===== config.mk =====
export PLATFORM = sky130hd
export DESIGN_NAME = contiguous_block_allocator_core
export DESIGN_NICKNAME = d
export VERILOG_FILES = /design/src/rtl/core/cba_pkg.sv /design/src/rtl/core/cba_ram.sv /design/src/rtl/core/cba_seq.sv /design/src/rtl/core/contiguous_block_allocator_core.sv
export SDC_FILE = /design/constraint.sdc
export NUM_CORES = 1
export LEC_CHECK = 0
export BUFFER_PORTS_ARGS = -buffer_cell sky130_fd_sc_hd__buf_2
export CORE_ASPECT_RATIO = 0.7
export CORE_MARGIN = 1.5
export CORE_UTILIZATION = 50
export CTS_BUF_LIST = sky130_fd_sc_hd__clkbuf_2
export CTS_CLUSTER_SIZE = 25
export DETAILED_ROUTE_END_ITERATION = 8
export PLACE_DENSITY = 0.76
export RECOVER_POWER = 50
export SLEW_MARGIN = 20
export SYNTH_ARGS = -nofsm -noshare
export SYNTH_HDL_FRONTEND = slang
export SYNTH_SLANG_ARGS = --single-unit

===== constraint.sdc =====
create_clock -name clk_i -period 3.15 [get_ports clk_i]
set_input_delay 0.63 -clock clk_i [delete_from_list [all_inputs] [get_ports clk_i]]
set_output_delay 0.63 -clock clk_i [all_outputs]
set_load 0.005 [all_outputs]

===== src/rtl/core/cba_pkg.sv =====
// Shared types and codes for the contiguous block allocator.
package cba_pkg;

  localparam int unsigned OP_W  = 2;
  localparam int unsigned FLD_W = 7;

  localparam logic [OP_W-1:0] OP_ALLOC  = 2'd0;
  localparam logic [OP_W-1:0] OP_FREE   = 2'd1;
  localparam logic [OP_W-1:0] OP_RESIZE = 2'd2;

  typedef struct packed {
    logic             relocated;
    logic [FLD_W-1:0] placed_start;
    logic             status;
  } res_t;

endpackage


===== src/rtl/core/cba_ram.sv =====
// Generic simple dual-port RAM with registered read.
module cba_ram #(
  parameter int unsigned WIDTH = 1,
  parameter int unsigned DEPTH = 128,
  localparam int unsigned AW = $clog2(DEPTH)
) (
  input  logic             clk_i,
  input  logic             we_i,
  input  logic [AW-1:0]    waddr_i,
  input  logic [WIDTH-1:0] wdata_i,
  input  logic             re_i,
  input  logic [AW-1:0]    raddr_i,
  output logic [WIDTH-1:0] rdata_o
);

  logic [WIDTH-1:0] mem_q [DEPTH];
  logic [WIDTH-1:0] rdata_q;

  always_ff @(posedge clk_i) begin
    if (we_i) begin
      mem_q[waddr_i] <= wdata_i;
    end
    if (re_i) begin
      rdata_q <= mem_q[raddr_i];
    end
  end

  assign rdata_o = rdata_q;

endmodule


===== src/rtl/core/cba_seq.sv =====
// Sequencer that scans, checks and rewrites the block bitmap held in RAM.
module cba_seq import cba_pkg::*; #(
  parameter int unsigned NUM_BLOCKS = 128,
  localparam int unsigned AW = $clog2(NUM_BLOCKS)
) (
  input  logic             clk_i,
  input  logic             rst_ni,
  input  logic             in_valid_i,
  output logic             in_ready_o,
  input  logic [OP_W-1:0]  op_i,
  input  logic [FLD_W-1:0] run_start_i,
  input  logic [FLD_W-1:0] run_length_i,
  input  logic [FLD_W-1:0] target_length_i,
  output logic             done_o,
  input  logic             res_ready_i,
  output res_t             res_o,
  output logic             mem_we_o,
  output logic [AW-1:0]    mem_waddr_o,
  output logic             mem_wdata_o,
  output logic             mem_re_o,
  output logic [AW-1:0]    mem_raddr_o,
  input  logic             mem_rdata_i
);

  // position counter also holds run_start + run_length and the end marker
  localparam int unsigned CW = (AW + 1 > FLD_W + 1) ? AW + 1 : FLD_W + 1;

  localparam logic [2:0] S_CLR  = 3'd0;
  localparam logic [2:0] S_IDLE = 3'd1;
  localparam logic [2:0] S_SCAN = 3'd2;
  localparam logic [2:0] S_CHK  = 3'd3;
  localparam logic [2:0] S_WR   = 3'd4;
  localparam logic [2:0] S_DONE = 3'd5;

  logic [2:0]       state_q, state_d;
  logic [CW-1:0]    pos_q, pos_d;
  logic [FLD_W-1:0] rem_q, rem_d;
  logic             val_q, val_d;
  logic             pend_q, pend_d;
  logic [AW-1:0]    pend_pos_q, pend_pos_d;
  logic [FLD_W-1:0] run_q, run_d;
  logic [FLD_W-1:0] need_q, need_d;
  logic [FLD_W-1:0] start_q, start_d;
  logic [FLD_W-1:0] len_q, len_d;
  logic             reloc_q, reloc_d;
  logic             sec_q, sec_d;
  logic [CW-1:0]    sec_pos_q, sec_pos_d;
  res_t             res_q, res_d;

  logic             used;
  logic             at_end;
  logic [FLD_W:0]   run_inc;
  logic             hit;
  logic             last;
  logic [CW-1:0]    found;

  // block 0 is reserved and always reads as used
  assign used    = mem_rdata_i || (pend_pos_q == '0);
  assign at_end  = pos_q >= CW'(NUM_BLOCKS);
  assign run_inc = {1'b0, run_q} + {{FLD_W{1'b0}}, 1'b1};
  assign hit     = !used && (run_inc == {1'b0, need_q});
  assign last    = pend_pos_q == AW'(NUM_BLOCKS - 1);
  assign found   = CW'(pend_pos_q) - CW'(need_q) + CW'(1);

  always_comb begin
    state_d    = state_q;
    pos_d      = pos_q;
    rem_d      = rem_q;
    val_d      = val_q;
    pend_d     = 1'b0;
    pend_pos_d = pend_pos_q;
    run_d      = run_q;
    need_d     = need_q;
    start_d    = start_q;
    len_d      = len_q;
    reloc_d    = reloc_q;
    sec_d      = sec_q;
    sec_pos_d  = sec_pos_q;
    res_d      = res_q;
    in_ready_o = 1'b0;
    done_o     = 1'b0;
    mem_we_o   = 1'b0;
    mem_wdata_o = val_q;
    mem_re_o   = 1'b0;

    unique case (state_q)
      S_CLR: begin
        // leave the reserved entry alone, logic holds it as used
        mem_we_o    = pos_q != '0;
        mem_wdata_o = 1'b0;
        pos_d       = pos_q + CW'(1);
        if (pos_q == CW'(NUM_BLOCKS - 1)) begin
          state_d = S_IDLE;
        end
      end

      S_IDLE: begin
        in_ready_o = 1'b1;
        if (in_valid_i) begin
          start_d = run_start_i;
          len_d   = run_length_i;
          need_d  = target_length_i;
          reloc_d = 1'b0;
          sec_d   = 1'b0;
          run_d   = '0;
          res_d   = '{relocated: 1'b0, placed_start: '0, status: 1'b1};
          unique case (op_i)
            OP_ALLOC: begin
              need_d = run_length_i;
              if (run_length_i == '0) begin
                res_d.status = 1'b0;
                state_d      = S_DONE;
              end else begin
                pos_d   = '0;
                state_d = S_SCAN;
              end
            end
            OP_FREE: begin
              pos_d   = CW'(run_start_i);
              rem_d   = run_length_i;
              val_d   = 1'b0;
              res_d   = '{relocated: 1'b0, placed_start: run_start_i, status: 1'b0};
              state_d = S_WR;
            end
            OP_RESIZE: begin
              if (target_length_i <= run_length_i) begin
                // shrink: free the tail
                pos_d   = CW'(run_start_i) + CW'(target_length_i);
                rem_d   = run_length_i - target_length_i;
                val_d   = 1'b0;
                res_d   = '{relocated: 1'b0, placed_start: run_start_i, status: 1'b0};
                state_d = S_WR;
              end else begin
                pos_d   = CW'(run_start_i) + CW'(run_length_i);
                rem_d   = target_length_i - run_length_i;
                state_d = S_CHK;
              end
            end
            default: begin
              state_d = S_DONE;
            end
          endcase
        end
      end

      S_CHK: begin
        if ((pend_q && used) || (rem_q != '0 && at_end)) begin
          // no room in place: search for a new run while the old one is held
          pos_d   = '0;
          run_d   = '0;
          reloc_d = 1'b1;
          state_d = S_SCAN;
        end else if (rem_q == '0 && !pend_q) begin
          pos_d   = CW'(start_q) + CW'(len_q);
          rem_d   = need_q - len_q;
          val_d   = 1'b1;
          res_d   = '{relocated: 1'b0, placed_start: start_q, status: 1'b0};
          state_d = S_WR;
        end else if (rem_q != '0) begin
          mem_re_o   = 1'b1;
          pend_d     = 1'b1;
          pend_pos_d = pos_q[AW-1:0];
          pos_d      = pos_q + CW'(1);
          rem_d      = rem_q - FLD_W'(1);
        end
      end

      S_SCAN: begin
        if (pend_q && hit) begin
          state_d = S_WR;
          res_d   = '{relocated: reloc_q, placed_start: found[FLD_W-1:0], status: 1'b0};
          if (reloc_q) begin
            // free the old run first, then mark the new one
            pos_d     = CW'(start_q);
            rem_d     = len_q;
            val_d     = 1'b0;
            sec_d     = 1'b1;
            sec_pos_d = found;
          end else begin
            pos_d = found;
            rem_d = need_q;
            val_d = 1'b1;
          end
        end else if (pend_q && last) begin
          res_d   = '{relocated: 1'b0, placed_start: '0, status: 1'b1};
          state_d = S_DONE;
        end else begin
          if (pend_q) begin
            run_d = used ? '0 : run_inc[FLD_W-1:0];
          end
          if (!at_end) begin
            mem_re_o   = 1'b1;
            pend_d     = 1'b1;
            pend_pos_d = pos_q[AW-1:0];
            pos_d      = pos_q + CW'(1);
          end
        end
      end

      S_WR: begin
        if (rem_q == '0 || at_end) begin
          if (sec_q) begin
            pos_d = sec_pos_q;
            rem_d = need_q;
            val_d = 1'b1;
            sec_d = 1'b0;
          end else begin
            state_d = S_DONE;
          end
        end else begin
          mem_we_o = pos_q != '0;
          pos_d    = pos_q + CW'(1);
          rem_d    = rem_q - FLD_W'(1);
        end
      end

      S_DONE: begin
        done_o = 1'b1;
        if (res_ready_i) begin
          state_d = S_IDLE;
        end
      end

      default: begin
        state_d = S_IDLE;
      end
    endcase
  end

  assign mem_waddr_o = pos_q[AW-1:0];
  assign mem_raddr_o = pos_q[AW-1:0];
  assign res_o       = res_q;

  always_ff @(posedge clk_i or negedge rst_ni) begin
    if (!rst_ni) begin
      state_q <= S_CLR;
      pos_q   <= '0;
      pend_q  <= 1'b0;
      sec_q   <= 1'b0;
      reloc_q <= 1'b0;
    end else begin
      state_q <= state_d;
      pos_q   <= pos_d;
      pend_q  <= pend_d;
      sec_q   <= sec_d;
      reloc_q <= reloc_d;
    end
  end

  always_ff @(posedge clk_i) begin
    rem_q      <= rem_d;
    val_q      <= val_d;
    pend_pos_q <= pend_pos_d;
    run_q      <= run_d;
    need_q     <= need_d;
    start_q    <= start_d;
    len_q      <= len_d;
    sec_pos_q  <= sec_pos_d;
    res_q      <= res_d;
  end

endmodule


===== src/rtl/core/contiguous_block_allocator_core.sv =====
// Top level of the first-fit contiguous block allocator.
// Usage: one request item enters on the s_axis channel (op, run_start,
// run_length, target_length) and exactly one result item leaves on the
// m_axis channel (status, placed_start, relocated). Items are handled one
// at a time; s_axis_tready is high only while the sequencer is idle.
// Timing is set by the scan of the bitmap RAM, one block per cycle, through
// a registered read. The steps from acceptance to m_axis_tvalid:
//   allocate: a search of the bitmap, then the blocks found are marked
//   free / shrink: the blocks are cleared
//   grow in place: the blocks past the run are checked, then marked
//   relocate: the blocks past the run are checked, the search as above, then
//   the old blocks are freed and the new blocks are marked
//   zero-size allocate or unused op: no access to the bitmap
// The next item can be accepted in the cycle after the result is loaded.
// After reset a clearing pass writes every RAM entry but block 0, during
// which no item is accepted. Block 0 is held as used by logic.
// Results sit in an output register; a stalled receiver holds it, and the
// next request is still accepted and worked on, waiting only to deliver.
module contiguous_block_allocator_core import cba_pkg::*; #(
  parameter int unsigned NUM_BLOCKS = 128
) (
  input  logic        clk_i,
  input  logic        rst_ni,
  input  logic        s_axis_tvalid_i,
  output logic        s_axis_tready_o,
  // [1:0] op, [8:2] run_start, [15:9] run_length, [22:16] target_length
  input  logic [23:0] s_axis_tdata_i,
  output logic        m_axis_tvalid_o,
  input  logic        m_axis_tready_i,
  // [0] status, [7:1] placed_start, [8] relocated
  output logic [15:0] m_axis_tdata_o
);

  localparam int unsigned AW = $clog2(NUM_BLOCKS);

  logic          done;
  logic          res_ready;
  res_t          res;
  logic          mem_we;
  logic [AW-1:0] mem_waddr;
  logic          mem_wdata;
  logic          mem_re;
  logic [AW-1:0] mem_raddr;
  logic          mem_rdata;
  logic          out_valid_q, out_valid_d;
  res_t          out_q;

  cba_seq #(
    .NUM_BLOCKS(NUM_BLOCKS)
  ) u_seq (
    .clk_i          (clk_i),
    .rst_ni         (rst_ni),
    .in_valid_i     (s_axis_tvalid_i),
    .in_ready_o     (s_axis_tready_o),
    .op_i           (s_axis_tdata_i[1:0]),
    .run_start_i    (s_axis_tdata_i[8:2]),
    .run_length_i   (s_axis_tdata_i[15:9]),
    .target_length_i(s_axis_tdata_i[22:16]),
    .done_o         (done),
    .res_ready_i    (res_ready),
    .res_o          (res),
    .mem_we_o       (mem_we),
    .mem_waddr_o    (mem_waddr),
    .mem_wdata_o    (mem_wdata),
    .mem_re_o       (mem_re),
    .mem_raddr_o    (mem_raddr),
    .mem_rdata_i    (mem_rdata)
  );

  cba_ram #(
    .WIDTH(1),
    .DEPTH(NUM_BLOCKS)
  ) u_map (
    .clk_i  (clk_i),
    .we_i   (mem_we),
    .waddr_i(mem_waddr),
    .wdata_i(mem_wdata),
    .re_i   (mem_re),
    .raddr_i(mem_raddr),
    .rdata_o(mem_rdata)
  );

  // load a new result when the output register is empty or being drained
  assign res_ready = !out_valid_q || m_axis_tready_i;

  always_comb begin
    out_valid_d = out_valid_q;
    if (m_axis_tready_i) begin
      out_valid_d = 1'b0;
    end
    if (done && res_ready) begin
      out_valid_d = 1'b1;
    end
  end

  always_ff @(posedge clk_i or negedge rst_ni) begin
    if (!rst_ni) begin
      out_valid_q <= 1'b0;
    end else begin
      out_valid_q <= out_valid_d;
    end
  end

  always_ff @(posedge clk_i) begin
    if (done && res_ready) begin
      out_q <= res;
    end
  end

  assign m_axis_tvalid_o = out_valid_q;
  assign m_axis_tdata_o  = {7'd0, out_q.relocated, out_q.placed_start, out_q.status};

  // the reserved block is never rewritten
  assert property (@(posedge clk_i) disable iff (!rst_ni)
    mem_we |-> mem_waddr != '0)
    else $error("write to reserved block");

  // the bitmap is never read and written in the same cycle
  assert property (@(posedge clk_i) disable iff (!rst_ni)
    !(mem_we && mem_re))
    else $error("read and write overlap on bitmap");

  // a failed request reports no start and no move
  assert property (@(posedge clk_i) disable iff (!rst_ni)
    (m_axis_tvalid_o && m_axis_tdata_o[0]) |->
      (m_axis_tdata_o[7:1] == '0 && !m_axis_tdata_o[8]))
    else $error("failure result carries data");

  // no request is taken while the sequencer holds an undelivered result
  assert property (@(posedge clk_i) disable iff (!rst_ni)
    done |-> !s_axis_tready_o)
    else $error("request accepted while result pending");

endmodule

==> flow_metrics.tcl, run 1 <==
set metrics [dict create \
    status "complete, no violations" \
    seq_area_frac_synth 0.536 \
    dp_cells 1526 \
    crit_type "input port to flip-flop" \
    fin_crit_ns 3.12 \
    synthCells 1107 \
    crit_cells 19 \
    drt_iter0_drc 1322 \
    crit_family "compound AO/OA/AOI/OAI gates" \
    routed_wl_um 34900 \
    startpoint "s_axis_tdata_i[10]" \
    finalNetCount 1371 \
    ios 46 \
    timing.critical_path.cells "buf_12 > inv_16 > ha_4 > nor2b_4 > o21ai_2 > a21oi_2 > o41ai_4 > buf_4 > buf_4 > o21ai_2 > ha_1 > a211oi_2 > o21bai_1 > a21oi_2 > xnor2_1 > a221oi_2 > a21boi_2 > a21oi_1 > a22o_1" \
    setup_slack_ns 0.0300 \
    hold_class "input port to flip-flop" \
    maxCapViolations 0 \
    yosysWarnings 0 \
    slowest_stage "o41ai_4" \
    drt-vias-per-instance 6.11 \
    seqCellArea_sq_mm 0.00632 \
    vias 10013 \
    cts_root_buf "clkbuf_2" \
    post_synth_main_area_contributors "edfxtp_1 (50%), ha_1 (5.7%), nor2_1 (5.5%), a22oi_1 (3.8%), dfrtp_1 (3.2%)" \
    cts.htree.levels 2 \
    p_per_area_mw_per_mm2 869 \
    rows 46 \
    rsz0062_at_grt "true" \
    synth_edf_count 198 \
    grt_max_degree 74 \
    start_kind "input port" \
    track_usage 0.284 \
    synth_common_cells "edfxtp_1 (198), nor2_1 (174), nand2_1 (88), a22oi_1 (60)" \
    tightest_slew_ns 1.10 \
    grt_pass1_wl_um 53400 \
    grt_antenna_before_repair 1 \
    worst-path-buf-inv 4 \
    synth_top_area_cell "edfxtp_1" \
    grt_overflow 0 \
    areaGrowthSynthToFinish_pct 18.0 \
    place_congestion 0.991 \
    report.final.slew_viol_count 0 \
    fp.dieW_um 187 \
    drive_gt1_frac 0.219 \
    fillers 1945 \
    cpPeakStageDelay_ns 0.45 \
    cts_tree "done" \
    timing.rr.start "u_seq.run_q[1]" \
    vdd_drop_max_mv 0.510 \
    finalSetupViolCount 0 \
    final_antenna_net_count 0 \
    syn_area_sq_mm 0.0118 \
    r2r_end "u_seq.res_o[8]" \
    multiInputGateArea_sq_mm 0.00520 \
    ys.flop_type "edfxtp_1" \
    r2r_setup_slack_ns 0.07 \
    worstPathArrival_ns 3.91 \
    core_area_sq_mm 0.0229 \
    fin_tns_setup_ns 0 \
    drc 0 \
    crit_path_end "u_seq.pos_q[5]" \
    finalHoldViolCount 0 \
    stdcell_count 1639 \
    critPathCaptureType "flip-flop" \
    synth_area_per_cell_sq_um 10.7 \
    first_global_vias 9507 \
    skew_ns 0.104 \
    post-place-ws_ns -1.03 \
    yosysTopAreaCellShare 0.504 \
    first_pass_iters 5 \
    drt-wirelength-per-cell_um 21.3 \
    slew_headroom 0.268 \
    clock-sinks 213 \
    start_util 0.515 \
    worstPathRequired_ns 3.94 \
    clockBufferDepth 3 \
    synth-seq-cells 213 \
    clk_latency_ns 0.88 \
    synth.most_common_cell "edfxtp_1" \
    reg2regPathDepth 7 \
    dp_hpwl_um 25100 \
    synthArstFlopShare 0.0704 \
    dieHeight_um 132 \
    synth_cell_types 70 \
    total_leakage_power_uw 0.00527 \
    clkSlewWorstSetupHoldPaths_ns 0.14 \
    max_freq_ghz 0.321 \
    period_share 0.990 \
    worstPathMaxFanout 5 \
    die_area_sq_mm 0.0245 \
    cts_buffers 53 \
    portBuffers 37 \
]
==> worst min path at each step <==
stage                           start  cells after the start           endpoint  slack, ns
floorplan                      rst_ni                      0    m_axis_tvalid_o       0.33
global placement       u_seq.res_o[0]                      0  m_axis_tdata_o[0]       0.40
detailed placement     u_seq.res_o[7]                      0  m_axis_tdata_o[7]       0.40
CTS                 s_axis_tdata_i[3]                      1   u_seq.start_q[1]      0.004
global route        s_axis_tdata_i[3]                      1   u_seq.start_q[1]       0.11
finish                m_axis_tready_i                      3    m_axis_tvalid_o       0.19
==> timing repair <==
action / 4_1_cts / 5_1_grt
setup endpoints to repair: 3 / 11
hold buffers: 7 / 0
pin swaps: 1 / 12
resized for setup: 1 / 16
gates cloned: 0 / 0
hold endpoints to repair: 21 / 0
setup buffers: 0 / 7
==> state kept, by name, indices dropped and copies added, names as in the netlist <==
register,count
u_seq.sec_q,1
u_seq.pend_q,1
m_axis_tdata_o,9
u_seq.pos_q,8
u_seq.rem_q,7
m_axis_tvalid_o,1
u_seq.start_q,7
u_seq.len_q,7
u_seq.sec_pos_q,8
u_seq.val_q,1
u_seq.res_o,9
u_map.rdata_o,1
u_seq.reloc_q,1
u_seq.need_q,7
u_seq.state_q,3
u_seq.pend_pos_q,7
u_seq.run_q,7
u_map.mem_q,128
==> logic make-up (layout without fill, tap and decap cells) <==
| kind of cell | after synthesis | in the layout | synth area share |
|---|---|---|---|
| xor+xnor | 42 | 42 | 0.0342 |
| flops | 213 | 213 | 0.536 |
| mux | 14 | 14 | 0.0136 |
| other cells | 1 | 9 | 0.000318 |
| simple gates | 394 | 394 | 0.151 |
| buf+inv | 112 | 324 | 0.0396 |
| fa+ha+maj | 60 | 60 | 0.0675 |
| compound gates | 271 | 271 | 0.158 |
==> metrics by stage <==
step                      utilization  instance area (sq um)  total power [uW]  hold slack, ns
after CTS                       0.603                  13800             11900         0.00362
after global routing            0.608                  13900             12800           0.112
after detailed placement        0.578                  13200              9850           0.405
final                           0.608                  13900             12100           0.187
after global placement          0.578                  13200              9730           0.403
after floorplan                     -                  12000              7740           0.334
==> power by group <==
part	total (uW)	internal, uW	switching, uW
combinational	5740	2200	3540
sequential	4370	3960	402
clock	1990	807	1180
total	12100	6970	5120
==> worst min-delay path, stage by stage <==
cell	delay, ns
buf_2	0.08
nor2b_1	0.08
nand2b_1	0.16
==> layout make-up <==
type	count	share of cell area
Sequential cell	213	0.454
Multi-Input combinational cell	788	0.374
Timing Repair Buffer	174	0.0910
Tap cell	312	0.0280
Clock buffer	73	0.0262
Inverter	53	0.0155
Clock inverter	24	0.0114
Antenna cell	2	0.000359
==> cell usage in the layout, fill, tap and decap left out, types with 8 or more instances in the layout <==
cell type,netlist,routed
a21oi_1,47,42
a221oi_1,15,14
a22o_1,11,11
a22oi_1,60,59
and3_1,14,14
buf_2,1,35
buf_4,8,119
clkbuf_2,0,73
clkinv_1,1,14
dfrtp_1,15,15
edfxtp_1,198,198
ha_1,54,51
inv_1,52,50
nand2_1,88,87
nand2b_1,8,8
nand3_1,23,22
nand4_1,23,23
nor2_1,174,174
nor2b_1,15,14
nor3_1,23,17
o211ai_1,12,12
o21ai_0,54,47
xnor2_1,27,27
xor2_1,12,12
==> per-layer routing <==
| metal | GRT usage | vias up | share of wire |
|---|---|---|---|
| met5 | 0 | - | 0 |
| met4 | 0.0690 | 0 | 0.016 |
| met3 | 0.118 | 63 | 0.16 |
| met2 | 0.385 | 616 | 0.40 |
| met1 | 0.416 | 4834 | 0.43 |
| li1 | - | 4500 | - |
Power figures use the tool's default switching activity.
==> run 2: changes to the inputs <==
Settings changed: CELL_PAD_IN_SITES_DETAIL_PLACEMENT from default to 1, CELL_PAD_IN_SITES_GLOBAL_PLACEMENT from default to 1, CORE_UTILIZATION 50 to 47, PLACE_DENSITY 0.76 to 0.86, RECOVER_POWER 50 to 25.
==> flow_metrics.tcl, run 2 (synthesis results as in run 1) <==
set metrics [dict create \
    status "finished with violations" \
    violations "negative setup slack" \
    regMostFlops "u_map.mem_q" \
    clockBufferDepth 3 \
    portBuffers 37 \
    period_share 1.03 \
    fin_tns_setup_ns -0.240 \
    grt_pass1_wl_um 61900 \
    worstPathRequired_ns 3.92 \
    finalNetCount 1368 \
    clkSlewWorstSetupHoldPaths_ns 0.11 \
    cpPeakStageDelay_ns 0.40 \
    fp.dieW_um 192 \
    p_int_uw 7050 \
    drt-vias-per-instance 6.33 \
    grt_antenna_before_repair 2 \
    first_pass_iters 6 \
    finalHoldViolCount 0 \
    report.final.slew_viol_count 0 \
    rows 48 \
    tightest_slew_ns 0.858 \
    worstPathMaxFanout 4 \
    final_antenna_net_count 0 \
    finalSetupViolCount 4 \
    maxCapViolations 0 \
    areaGrowthSynthToFinish_pct 18.9 \
    drt_iter0_drc 1360 \
    dp_hpwl_um 29300 \
    die_area_sq_mm 0.0261 \
    clock-sinks 213 \
    grt_max_degree 53 \
    design_area_sq_mm 0.0140 \
    p_per_area_mw_per_mm2 899 \
    grt_overflow 0 \
    hold_class "input port to flip-flop" \
    swShare 0.440 \
    cts_tree "done" \
    track_usage 0.318 \
    cts_root_buf "clkbuf_2" \
    fin_crit_ns 3.24 \
    clk_latency_ns 0.87 \
    skew_ns 0.0765 \
    max_freq_ghz 0.309 \
    drt-wirelength-per-cell_um 25.5 \
    start_util 0.479 \
    path_common_cell "a21oi_1" \
    dieHeight_um 136 \
    power.switching_uw 5550 \
    vias 10452 \
    routed_wl_um 42100 \
    rsz0062_at_grt "true" \
    place_congestion 0.971 \
    first_global_vias 10613 \
    seq_power_share 0.351 \
    vdd_drop_max_mv 0.433 \
    core_area_sq_mm 0.0246 \
    largest_register_ffs 128 \
    total_leakage_power_uw 0.00532 \
    timing.critical_path.cells "buf_2 > inv_1 > ha_1 > a21oi_1 > nor2b_1 > o41ai_4 > nand2_1 > o21ai_2 > ha_2 > inv_2 > fa_2 > xnor2_1 > a221o_1 > a21oi_1 > o21ai_1 > a21oi_2 > or3b_1 > o211a_1" \
    layout_commonest_cell "edfxtp_1" \
    ios 46 \
    clkPwrFrac 0.163 \
    setup_slack_ns -0.0881 \
    drive_gt1_frac 0.228 \
    critPathCaptureType "flip-flop" \
    cts_buffers 53 \
    cts.htree.levels 2 \
    pwr-share-comb 0.485 \
    slew_headroom 0.424 \
    place_area_sq_mm 0.0132 \
    slowest_stage "o41ai_4" \
    start_kind "input port" \
    drc 0 \
    layout_common_cells "edfxtp_1 (198), nor2_1 (174), buf_4 (125)" \
    worstPathArrival_ns 4.00 \
    crit_type "input port to flip-flop" \
]
-- run 2: cell types whose count changed in the layout (fill, tap and decap cells not counted), moves of 2 or more --
cell,change
buf_4,+6
dlygate4sd3_1,-5
buf_2,-4
clkbuf_2,+4
clkinv_2,-3
a21oi_2,-2
a21oi_4,+2
clkinvlp_4,-2
ha_1,-2
ha_4,+2
o21ai_0,-2
-- run 2: layer usage --
layer,up-vias,routed length (um),GRT usage
met3,120,4930,0.0894
met4,0,1160,0.0930
li1,4497,-,-
met2,663,18700,0.479
met5,-,0,0.00962
met1,5172,17300,0.448
-- run 2: final timing paths --
path / startpoint / endpoint / slack, ns / cells after the start
max: s_axis_tdata_i[13] / u_seq.pos_q[2] / -0.09 / 18
min: s_axis_tdata_i[2] / u_seq.start_q[0] / 0.08 / 1
max reg2reg: u_seq.need_q[3] / u_seq.pos_q[6] / 0.05 / 11
min reg2reg: u_seq.res_o[5] / m_axis_tdata_o[5] / 0.42 / 0
max in group asynchronous: rst_ni / u_seq.state_q[2] / 2.53 / 2
min in group asynchronous: rst_ni / u_seq.pos_q[1] / 0.23 / 2
-- run 2: through the flow --
| step | total power (uW) | instances | util | hold WS (ns) | worst slack (ns) |
|---|---|---|---|---|---|
| 4_1_cts | 12200 | 1634 | 0.560 | 0.00125 | 0.00713 |
| 2_1_floorplan | 7740 | 1113 | - | 0.334 | -0.860 |
| 6_report | 12600 | 1650 | 0.569 | 0.0794 | -0.0881 |
| 5_1_grt | 13100 | 1650 | 0.569 | 0.0204 | -0.176 |
| 3_3_place_gp | 9750 | 1532 | 0.536 | 0.402 | -0.867 |
| 3_5_place_dp | 10100 | 1532 | 0.537 | 0.408 | -1.09 |
-- run 2: repair_timing --
| action | 4_1_cts | 5_1_grt |
|---|---|---|
| gates resized for setup | 3 | 31 |
| setup buffers | 1 | 14 |
| endpoints found under the setup margin | 12 | 24 |
| hold buffers | 2 | 0 |
| gates cloned | 0 | 1 |
| pin swaps | 2 | 20 |
| hold endpoints to repair | 16 | 0 |
-- run 2: area by class of cell --
class / count / area, sq um
Clock buffer: 77 / 385
Timing Repair Buffer: 171 / 1260
Tap cell: 325 / 407
Antenna cell: 1 / 2.50
Multi-Input combinational cell: 788 / 5290
Clock inverter: 22 / 145
Inverter: 53 / 215
Sequential cell: 213 / 6320
Fill cell: 2735 / 10600
-- run 2: power groups by stage --
stage	clock network (uW)	logic, uW	registers (uW)
6_report	2060	6120	4430
5_1_grt	2210	6480	4460
3_5_place_dp	0	5620	4450
2_1_floorplan	0	3510	4230
4_1_cts	2070	5710	4390
3_3_place_gp	0	5340	4410
-- run 2: critical path, delay by kind of cell --
family	cells	cell delay (ns)
compound gates	8	1.48
xor+xnor	1	0.14
fa+ha+maj	3	0.95
buf+inv	3	0.19
simple gates	3	0.63
